--- config.mk ---
export PLATFORM = sky130hd
export DESIGN_NAME = abpd_field
export DESIGN_NICKNAME = d
export VERILOG_FILES = /design/src/sv/abpd_pkg.sv /design/src/sv/abpd_field.sv
export SDC_FILE = /design/constraint.sdc
export NUM_CORES = 1
export LEC_CHECK = 0
export BUFFER_PORTS_ARGS = -buffer_cell sky130_fd_sc_hd__buf_2
export CAP_MARGIN = 0
export CORE_AREA = 2 2 63 65
export DETAILED_ROUTE_END_ITERATION = 6
export DIE_AREA = 0 0 65 67
export GPL_ROUTABILITY_DRIVEN = 0
export PLACE_DENSITY_LB_ADDON = 0.08
export SYNTH_ARGS = -nofsm -noshare
export SYNTH_HDL_FRONTEND = slang
export SYNTH_SLANG_ARGS = --single-unit
--- constraint.sdc ---
create_clock -name vclk -period 2
set_input_delay 0.3 -clock vclk [all_inputs]
set_output_delay 0.3 -clock vclk [all_outputs]
set_load 0.01 [all_outputs]
--- src/sv/abpd_pkg.sv ---
// abpd_pkg: shared types, constants and AES helper functions for the packet decoder.
// Depends on nothing.
package abpd_pkg;

   typedef logic [127:0] block_type;
   typedef logic [0:10][127:0] key_sched_type;
   typedef logic [255:0][7:0] byte_table_type;

   localparam int Rounds = 10;

   typedef enum logic [1:0] {
      STATUS_OK         = 2'd0,
      STATUS_BAD_HEADER = 2'd1,
      STATUS_BAD_VALUE  = 2'd2
   } status_type;

   localparam logic [7:0] HDR_BYTE0 = 8'hd1;
   localparam logic [7:0] HDR_BYTE1 = 8'h55;
   localparam logic [7:0] HDR_BYTE2 = 8'h07;
   localparam logic [7:0] CHARGE_MAX = 8'd100;

   function automatic logic [7:0] xtime(input logic [7:0] a);
      return {a[6:0], 1'b0} ^ (a[7] ? 8'h1b : 8'h00);
   endfunction

   function automatic logic [7:0] gf_mul(input logic [7:0] a, input logic [7:0] b);
      logic [7:0] p;
      logic [7:0] t;
      p = '0;
      t = a;
      for (int i = 0; i < 8; i++) begin
         if (b[i]) p = p ^ t;
         t = xtime(t);
      end
      return p;
   endfunction

   function automatic logic [7:0] gf_inv(input logic [7:0] x);
      logic [7:0] r;
      logic [7:0] b;
      r = 8'd1;
      b = x;
      for (int i = 0; i < 8; i++) begin
         if (i != 0) r = gf_mul(r, b);
         b = gf_mul(b, b);
      end
      return r;
   endfunction

   // Forward S-box, only evaluated while building the constant tables.
   function automatic logic [7:0] sbox(input logic [7:0] x);
      logic [7:0] b;
      b = gf_inv(x);
      return b ^ {b[6:0], b[7]} ^ {b[5:0], b[7:6]} ^ {b[4:0], b[7:5]} ^ {b[3:0], b[7:4]}
             ^ 8'h63;
   endfunction

   function automatic byte_table_type build_inv_sbox();
      byte_table_type tab;
      logic [7:0] s;
      tab = '0;
      for (int x = 0; x < 256; x++) begin
         s = sbox(x[7:0]);
         tab[s] = x[7:0];
      end
      return tab;
   endfunction

   function automatic key_sched_type expand_key(input block_type key);
      key_sched_type ks;
      logic [43:0][31:0] w;
      logic [31:0] t;
      logic [7:0] rcon;
      rcon = 8'h01;
      w = '0;
      for (int i = 0; i < 4; i++) w[i] = key[127-32*i -: 32];
      for (int i = 4; i < 44; i++) begin
         t = w[i-1];
         if (i % 4 == 0) begin
            t = {sbox(t[23:16]) ^ rcon, sbox(t[15:8]), sbox(t[7:0]), sbox(t[31:24])};
            rcon = xtime(rcon);
         end
         w[i] = w[i-4] ^ t;
      end
      for (int r = 0; r < 11; r++) ks[r] = {w[4*r], w[4*r+1], w[4*r+2], w[4*r+3]};
      return ks;
   endfunction

   localparam block_type AES_KEY = 128'h6c656167656e64fffe30313030303039;

   // Inverse S-box as a constant lookup table.
   localparam byte_table_type INV_SBOX = build_inv_sbox();

   // Expanded round keys, round 0 first; byte 0 in bits 127:120.
   localparam key_sched_type ROUND_KEY = expand_key(AES_KEY);

   function automatic logic [7:0] inv_sbox(input logic [7:0] s);
      return INV_SBOX[s];
   endfunction

   function automatic logic [7:0] blk_byte(input block_type b, input int n);
      return b[127-8*n -: 8];
   endfunction

   function automatic block_type inv_shift_sub(input block_type s);
      block_type t;
      t = '0;
      for (int r = 0; r < 4; r++)
         for (int c = 0; c < 4; c++)
            t[127-8*(4*((c+r)%4)+r) -: 8] = inv_sbox(blk_byte(s, 4*c+r));
      return t;
   endfunction

   function automatic block_type inv_mix(input block_type s);
      block_type t;
      logic [7:0] a0, a1, a2, a3;
      t = '0;
      for (int c = 0; c < 4; c++) begin
         a0 = blk_byte(s, 4*c);
         a1 = blk_byte(s, 4*c+1);
         a2 = blk_byte(s, 4*c+2);
         a3 = blk_byte(s, 4*c+3);
         t[127-32*c -: 8]  = gf_mul(a0,8'd14)^gf_mul(a1,8'd11)^gf_mul(a2,8'd13)^gf_mul(a3,8'd9);
         t[119-32*c -: 8]  = gf_mul(a0,8'd9)^gf_mul(a1,8'd14)^gf_mul(a2,8'd11)^gf_mul(a3,8'd13);
         t[111-32*c -: 8]  = gf_mul(a0,8'd13)^gf_mul(a1,8'd9)^gf_mul(a2,8'd14)^gf_mul(a3,8'd11);
         t[103-32*c -: 8]  = gf_mul(a0,8'd11)^gf_mul(a1,8'd13)^gf_mul(a2,8'd9)^gf_mul(a3,8'd14);
      end
      return t;
   endfunction

endpackage

--- src/sv/abpd_field.sv ---
// abpd_field: header check and field extraction from a plaintext block.
// Depends on abpd_pkg.
module abpd_field
   import abpd_pkg::*;
(
   input  block_type   plain,
   output status_type  status,
   output logic signed [8:0] temperature_c,
   output logic [7:0]  charge_percent,
   output logic [15:0] voltage_centivolts
);

   logic [7:0] b3, b4;

   always_comb begin
      b3 = blk_byte(plain, 3);
      b4 = blk_byte(plain, 4);
      status             = STATUS_OK;
      temperature_c      = '0;
      charge_percent     = '0;
      voltage_centivolts = '0;
      if (blk_byte(plain, 0) != HDR_BYTE0 || blk_byte(plain, 1) != HDR_BYTE1 ||
          blk_byte(plain, 2) != HDR_BYTE2) begin
         status = STATUS_BAD_HEADER;
      end else begin
         temperature_c      = (b3 == 8'd1) ? -$signed({1'b0, b4}) : $signed({1'b0, b4});
         charge_percent     = blk_byte(plain, 6);
         voltage_centivolts = {blk_byte(plain, 7), blk_byte(plain, 8)};
         if (voltage_centivolts == 16'd0 || charge_percent > CHARGE_MAX)
            status = STATUS_BAD_VALUE;
      end
   end

endmodule

==> results of run 1 <==
cells by family after synthesis:
kind of cell               synth area share [%]
AOI/OAI and AO/OA                          12.2
and+or+nand+nor                            71.2
adders and majority gates                  2.22
xor gates and xnor gates                   9.31
buffers and inverters                      5.10
layout make-up:
class | count | area (µm²) | area share [%]
well taps | 48 | 60.1 | 4.88
repair buffers | 111 | 602 | 48.9
inverters | 3 | 11.3 | 0.916
multi-input cells | 73 | 557 | 45.3
power by group:
| part | switching [mW] | leakage (nW) | internal [mW] |
|---|---|---|---|
| logic | 0.0466 | 0.694 | 0.0674 |
| clock network | 0 | 0 | 0 |
| registers | 0 | 0 | 0 |
worst paths after layout:
check	start	endpoint	slack (ns)
worst max-delay path	plain[89]	temperature_c[5]	0.09
worst min-delay path	plain[76]	charge_percent[4]	0.90
per-layer routing:
| metal | vias to the layer above | wire length (µm) | part of all wire [%] | GRT usage [%] |
|---|---|---|---|---|
| met1 | 377 | 1070 | 44 | 14.1 |
| met2 | 78 | 926 | 38 | 15.9 |
| met4 | 0 | 0 | 0 | 0 |
| li1 | 506 | - | - | - |
| met3 | 0 | 420 | 17 | 2.36 |
| met5 | - | 0 | 0 | 0 |
through the flow:
step | util, % | setup WS [ns]
after CTS | 32.2 | 0.0436
after floorplan | - | 0.236
after global routing | 34.1 | 0.0100
after global placement | 32.2 | -0.0155
after detailed placement | 32.2 | -0.0188
final | 34.1 | 0.0871
synthesized netlist by cell type, drive strengths merged, types with 3 or more instances:
master,count,area (µm²)
inv,3,11.3
and2,24,150
nor3,3,26.3
nand2,3,11.3
buf,3,17.5
xor2,6,52.6
nor4,6,52.6
nor2,8,30.0
repair_timing:
item                                    CTS  global route
pin swaps                                 1             6
hold buffers                              0             0
resized for setup                         1             4
buffers inserted                          0             6
endpoints found under the setup margin    1            32
critical path, stage by stage:
cell and delay, ns:
sky130_fd_sc_hd__buf_2 0.10, sky130_fd_sc_hd__buf_4 0.13, sky130_fd_sc_hd__or4_1 0.50, sky130_fd_sc_hd__o211ai_1 0.22, sky130_fd_sc_hd__xor2_1 0.17, sky130_fd_sc_hd__nor2_1 0.05
sky130_fd_sc_hd__buf_2 0.13
==> run summary, run 1 <==
Total global-route track usage: 9.88%. The area growth from synthesis to layout is 118%, and the sequential element share of the synthesized area is 0%. The total power draw is 0.114 mW, and the share of the cycle needed by the critical path after routing is 95.6%. In this run the worst path has a maximum fanout of 3. The worst min-delay path category is input port to output pin.

In the layout the commonest cells are 99 x sky130_fd_sc_hd__buf_2, 24 x sky130_fd_sc_hd__and2_1, 10 x sky130_fd_sc_hd__buf_4. Setup violations remaining at the end of the flow were counted as 0. The number of nets in the final layout was 318; the post-detailed-route DRC marker count was 0. Summed over all cells, the static leakage comes to 0.694 nW. The number of input and output port buffers inserted was 99; the die area was 0.00436 mm².

The run gives 15.6% as the effective utilization at floorplan. The number of nets with antenna violations after routing came out at 0. The area of the core region was 0.00361 mm². The maximum number of pins on one net before global-route repair is 25. The logs give 0.523 GHz for the achievable clock frequency and 235 for the non-filler instance count after layout. The tools report the post-synthesis instance area as 564 µm². IR analysis of the VDD net gives a maximum drop of 0.0417 mV. The number of global-route vias before repair is 863, and the wire length of the first global-routing pass is 3570 µm. The detailed router finished its first iteration with 27 violations.

The logs give 31 for the count of distinct cell types in the synthesized netlist and 229 for the number of placed cells counting well taps. The final hold violation count was 0; the cell area after layout was 0.00123 mm². Clock buffers in the final layout number 0. In this run the tightest slew margin relative to its limit is 71.4%.

There are 0 flip-flops and latches. The capturing element type of the critical path was an output pin. Final wirelength: 2410 µm. After layout, the minimum clock period comes to 1.91 ns. The number of cells produced by synthesis was 79.

The worst setup path is of the input port to output pin kind. Summing all placed instances gives a cell area of 0.00116 mm². Launching element type of the critical path: an input port. The first detailed-routing pass ran for 3 iterations. Power spread over the standard cell area amounts to 92.7 mW/mm². The overflow left after global routing came out at 0. The actual transition at the worst max-transition pin is 0.426 ns, and the number of antenna diodes is 0.

Cells with a size suffix above 1 make up 65.2% of the layout. The total of warnings raised by yosys was 0. Setup repair after global routing left no endpoint under its margin.

In this run the count of I/O pins placed on the die edge is 163. After synthesis, the mean cell area works out to 7.14 µm². The final count of pins violating max slew came out at 0. The flow ran to the end, and the final reports show no timing, DRC or antenna violations. The run gives 410 as the filler cell count in the final layout. In this run the horizontal extent of the chip is 65 µm.

The run gives 208 as the synthesized netlist net count. Most frequent standard cell in the layout excluding fill and tap cells: sky130_fd_sc_hd__buf_2. For the worst setup path, the data arrival time is 1.61 ns. The minimum hold slack came out at 0.902 ns. Using the TritonRoute via totals, the vias-per-cell ratio works out to 4.09. The logs give 1.70 ns for the required time reported for the critical path endpoint and 961 for the routed via count. After routing, the total negative slack on setup checks comes to 0 ns.

The die is 67 µm tall. Along the worst hold path, the cell count comes to 3. Max-capacitance violation count: 0.

Estimated wirelength of the detail-placed design: 2220 µm. The combined flip-flop and latch cell area came out at 0 µm². In the final routed layout, each cell accounts on average for 10.3 µm. The number of antenna violations at the first check in global routing was 0; the count of standard-cell rows was 22.
Note: power is estimated with default switching activity, not from simulation.
==> inputs of run 2 (changes only) <==
==> constraint.sdc (replaced) <==
create_clock -name vclk -period 2
set_input_delay 0.4 -clock vclk [all_inputs]
set_output_delay 0.4 -clock vclk [all_outputs]
set_load 0.01 [all_outputs]
==> run 2 against run 1 <==
Against the previous run:
- the run now ends with setup timing left
- routed wire length up 8.4%
- cell count up 0.43%
- combinational power rose by 24%
- count of clock-buffer cells in the layout unchanged
- first-iteration DRC count up 44%
- core utilization is 5.2 points higher
==> run summary, run 2 (synthesis gave the netlist of run 1 again) <==
Relative to the synthesized area, the layout overhead comes to 151%. The minimum hold slack came out at 1.10 ns (+0.198 ns). In this design, the largest share of critical-path delay is due to simple AND/OR/NAND/NOR gates.

The tools report the final hold violation count as 0 (unchanged). In this run the most used layer during global routing was met2. The checks that failed: setup timing. The worst hold path terminates at charge_percent[2]. The die area is 0.00436 mm² (unchanged), and the maximum number of pins on one net before global-route repair is 25 (unchanged). The required time reported for the critical path endpoint came out at 1.60 ns (-0.10 ns).

The library cells used most frequently in the layout, excluding fill and tap cells, are 88 x sky130_fd_sc_hd__buf_2, 24 x sky130_fd_sc_hd__and2_1, 15 x sky130_fd_sc_hd__buf_6. STA classifies the critical path endpoint as an output pin. The power density normalized to cell area was 99.3 mW/mm² (+7.1%); the max-capacitance violation count was 0 (unchanged). For the cell area after layout, the log shows 0.00142 mm² (+15%). The tools report the effective utilization at floorplan as 15.6% (unchanged).

The number of design-rule violations left by the first detailed-router iteration came out at 39 (+44%). Achievable clock frequency: 0.477 GHz (-8.7%). The met1 global-route usage was 13.9% (-0.19 points). The number of antenna violations at the first check in global routing came out at 0 (unchanged). For the total power draw, the log shows 0.141 mW (+23%). The post-route worst setup slack is -0.0953 ns (-0.182 ns).

The detailed-route vias per instance was 4.29 (+5.0%). The library cell used most frequently in the layout, excluding fill and tap cells, is sky130_fd_sc_hd__buf_2. The met2 track demand over resource was 20.2% (+4.4 points); the post-detailed-route DRC marker count was 0 (unchanged). The count of TritonRoute iterations in the first routing pass is 3 (unchanged).

The flow ran to the end, but the final reports show violations. The number of nets in the final layout is 319 (+0.31%). The total setup violations reported at the end of the flow was 12 (+12); the number of global-route vias before repair was 891 (+3.2%). The worst setup path is launched from an input port.

Total global-route track usage: 11.1% (+1.2 points). The share of cells above drive strength 1 was 72.3% (+7.1 points). The tools report the number of placed I/O pins as 163 (unchanged). Die boundary width: 65 µm (unchanged).

Final wirelength: 2610 µm (+8.4%). For the cts-stage hold buffer count, the log shows 0 (unchanged). On the critical path, the stage with the largest delay is an instance of sky130_fd_sc_hd__or3b_4. The number of antenna diodes is 0 (unchanged), and the peak fanout along the critical path is 2 (-1). The wire length of the first global-routing pass is 3940 µm (+10%), and the placement-stage cell area is 0.00120 mm² (+3.9%).

Final routed wire length divided by cell count: 11.1 µm (+7.9%). The run gives 0.737 nW (+6.2%) as the static leakage power. Worst hold path startpoint: plain[74]. The actual transition at the worst max-transition pin was 0.355 ns (-0.0710 ns); the worst supply voltage drop on vdd was 0.0473 mV (+14%). The estimated wirelength of the detail-placed design is 2170 µm (-1.9%). Traced cell by cell, the critical path runs through buf_8, inv_4, ha_4, or3b_4, o311ai_4, xor2_1, nor2_1, buf_2.

The run gives 2.70% (+0.34 points) as the met3 routing resource usage after global routing. The logs give 0 (unchanged) for the final count of pins violating max slew and 39.3% (+5.2 points) for the core occupancy in the finished layout. The setup TNS is -0.320 ns (-0.320 ns), and the worst endpoint data arrival time is 1.70 ns (+0.09 ns). The worst hold path stage count was 3 (unchanged). For the count of flip-flops and latches, the log shows 0 (unchanged). The overflow left after global routing was 0 (unchanged); the longest individual stage delay on the worst path was 0.40 ns (-0.10 ns). Die span in y: 67 µm (unchanged). The number of nets with antenna violations after routing was 0 (unchanged). The area of the core region is 0.00361 mm² (unchanged). Setup repair after global routing could not meet its margin everywhere.

Share of the cycle needed by the critical path after routing: 105% (+9.1 points). For the routed via count, the log shows 1013 (+5.4%). The combined flip-flop and latch cell area is 0 µm² (unchanged).

The number of input and output port buffers inserted was 99 (unchanged); the final critical-path required period was 2.10 ns (+0.182 ns). The number of clock buffers in the layout is 0 (unchanged). The count of standard-cell rows is 22 (unchanged).

The run gives 76.1% (+4.7 points) as the relative slew slack. By startpoint and endpoint, the worst setup path is classified as input port to output pin. The worst min-delay path category was input port to output pin. The number of buffer and inverter instances along the worst setup path came out at 3 (unchanged). The tools report the filler cell count in the final layout as 391 (-4.6%).
[run 2: worst max path at each step]
| stage | to | slack [ns] | from | cells past startpoint |
|---|---|---|---|---|
| global route | temperature_c[6] | -0.18 | plain[121] | 8 |
| global placement | temperature_c[6] | -0.21 | plain[88] | 8 |
| finish | temperature_c[6] | -0.1 | plain[88] | 8 |
| CTS | temperature_c[6] | -0.08 | plain[89] | 8 |
| floorplan | temperature_c[6] | 0.04 | plain[88] | 6 |
| detailed placement | temperature_c[6] | -0.21 | plain[88] | 8 |
[run 2: metrics by stage]
step	worst slack (ns)	std cells
detailed placement	-0.213	235
finish	-0.0953	236
global route	-0.179	236
CTS	-0.0806	236
global placement	-0.212	235
floorplan	0.0360	79
[run 2: final cells by class]
cell class | count | area (µm²) | area share (%)
inverter | 3 | 16.3 | 1.15
multi-input combinational | 73 | 644 | 45.5
tap | 48 | 60.1 | 4.24
timing repair buffer | 112 | 697 | 49.2
[run 2: repair_timing]
| action | in CTS | in global routing |
|---|---|---|
| resized for setup | 28 | 14 |
| endpoints found under the hold margin | 0 | 0 |
| pin swaps | 12 | 4 |
| buffers inserted | 1 | 0 |
| setup endpoints to repair | 34 | 35 |
[run 2: where the power goes]
group	switching, mW	internal (mW)
sequential	0	0
clock	0	0
combinational	0.0567	0.0841
total	0.0567	0.0841
[run 2: routing by layer]
metal	vias up	part of all wire [%]
met5	-	0
met4	0	0
met3	0	15
met2	78	45
met1	425	40
li1	510	-
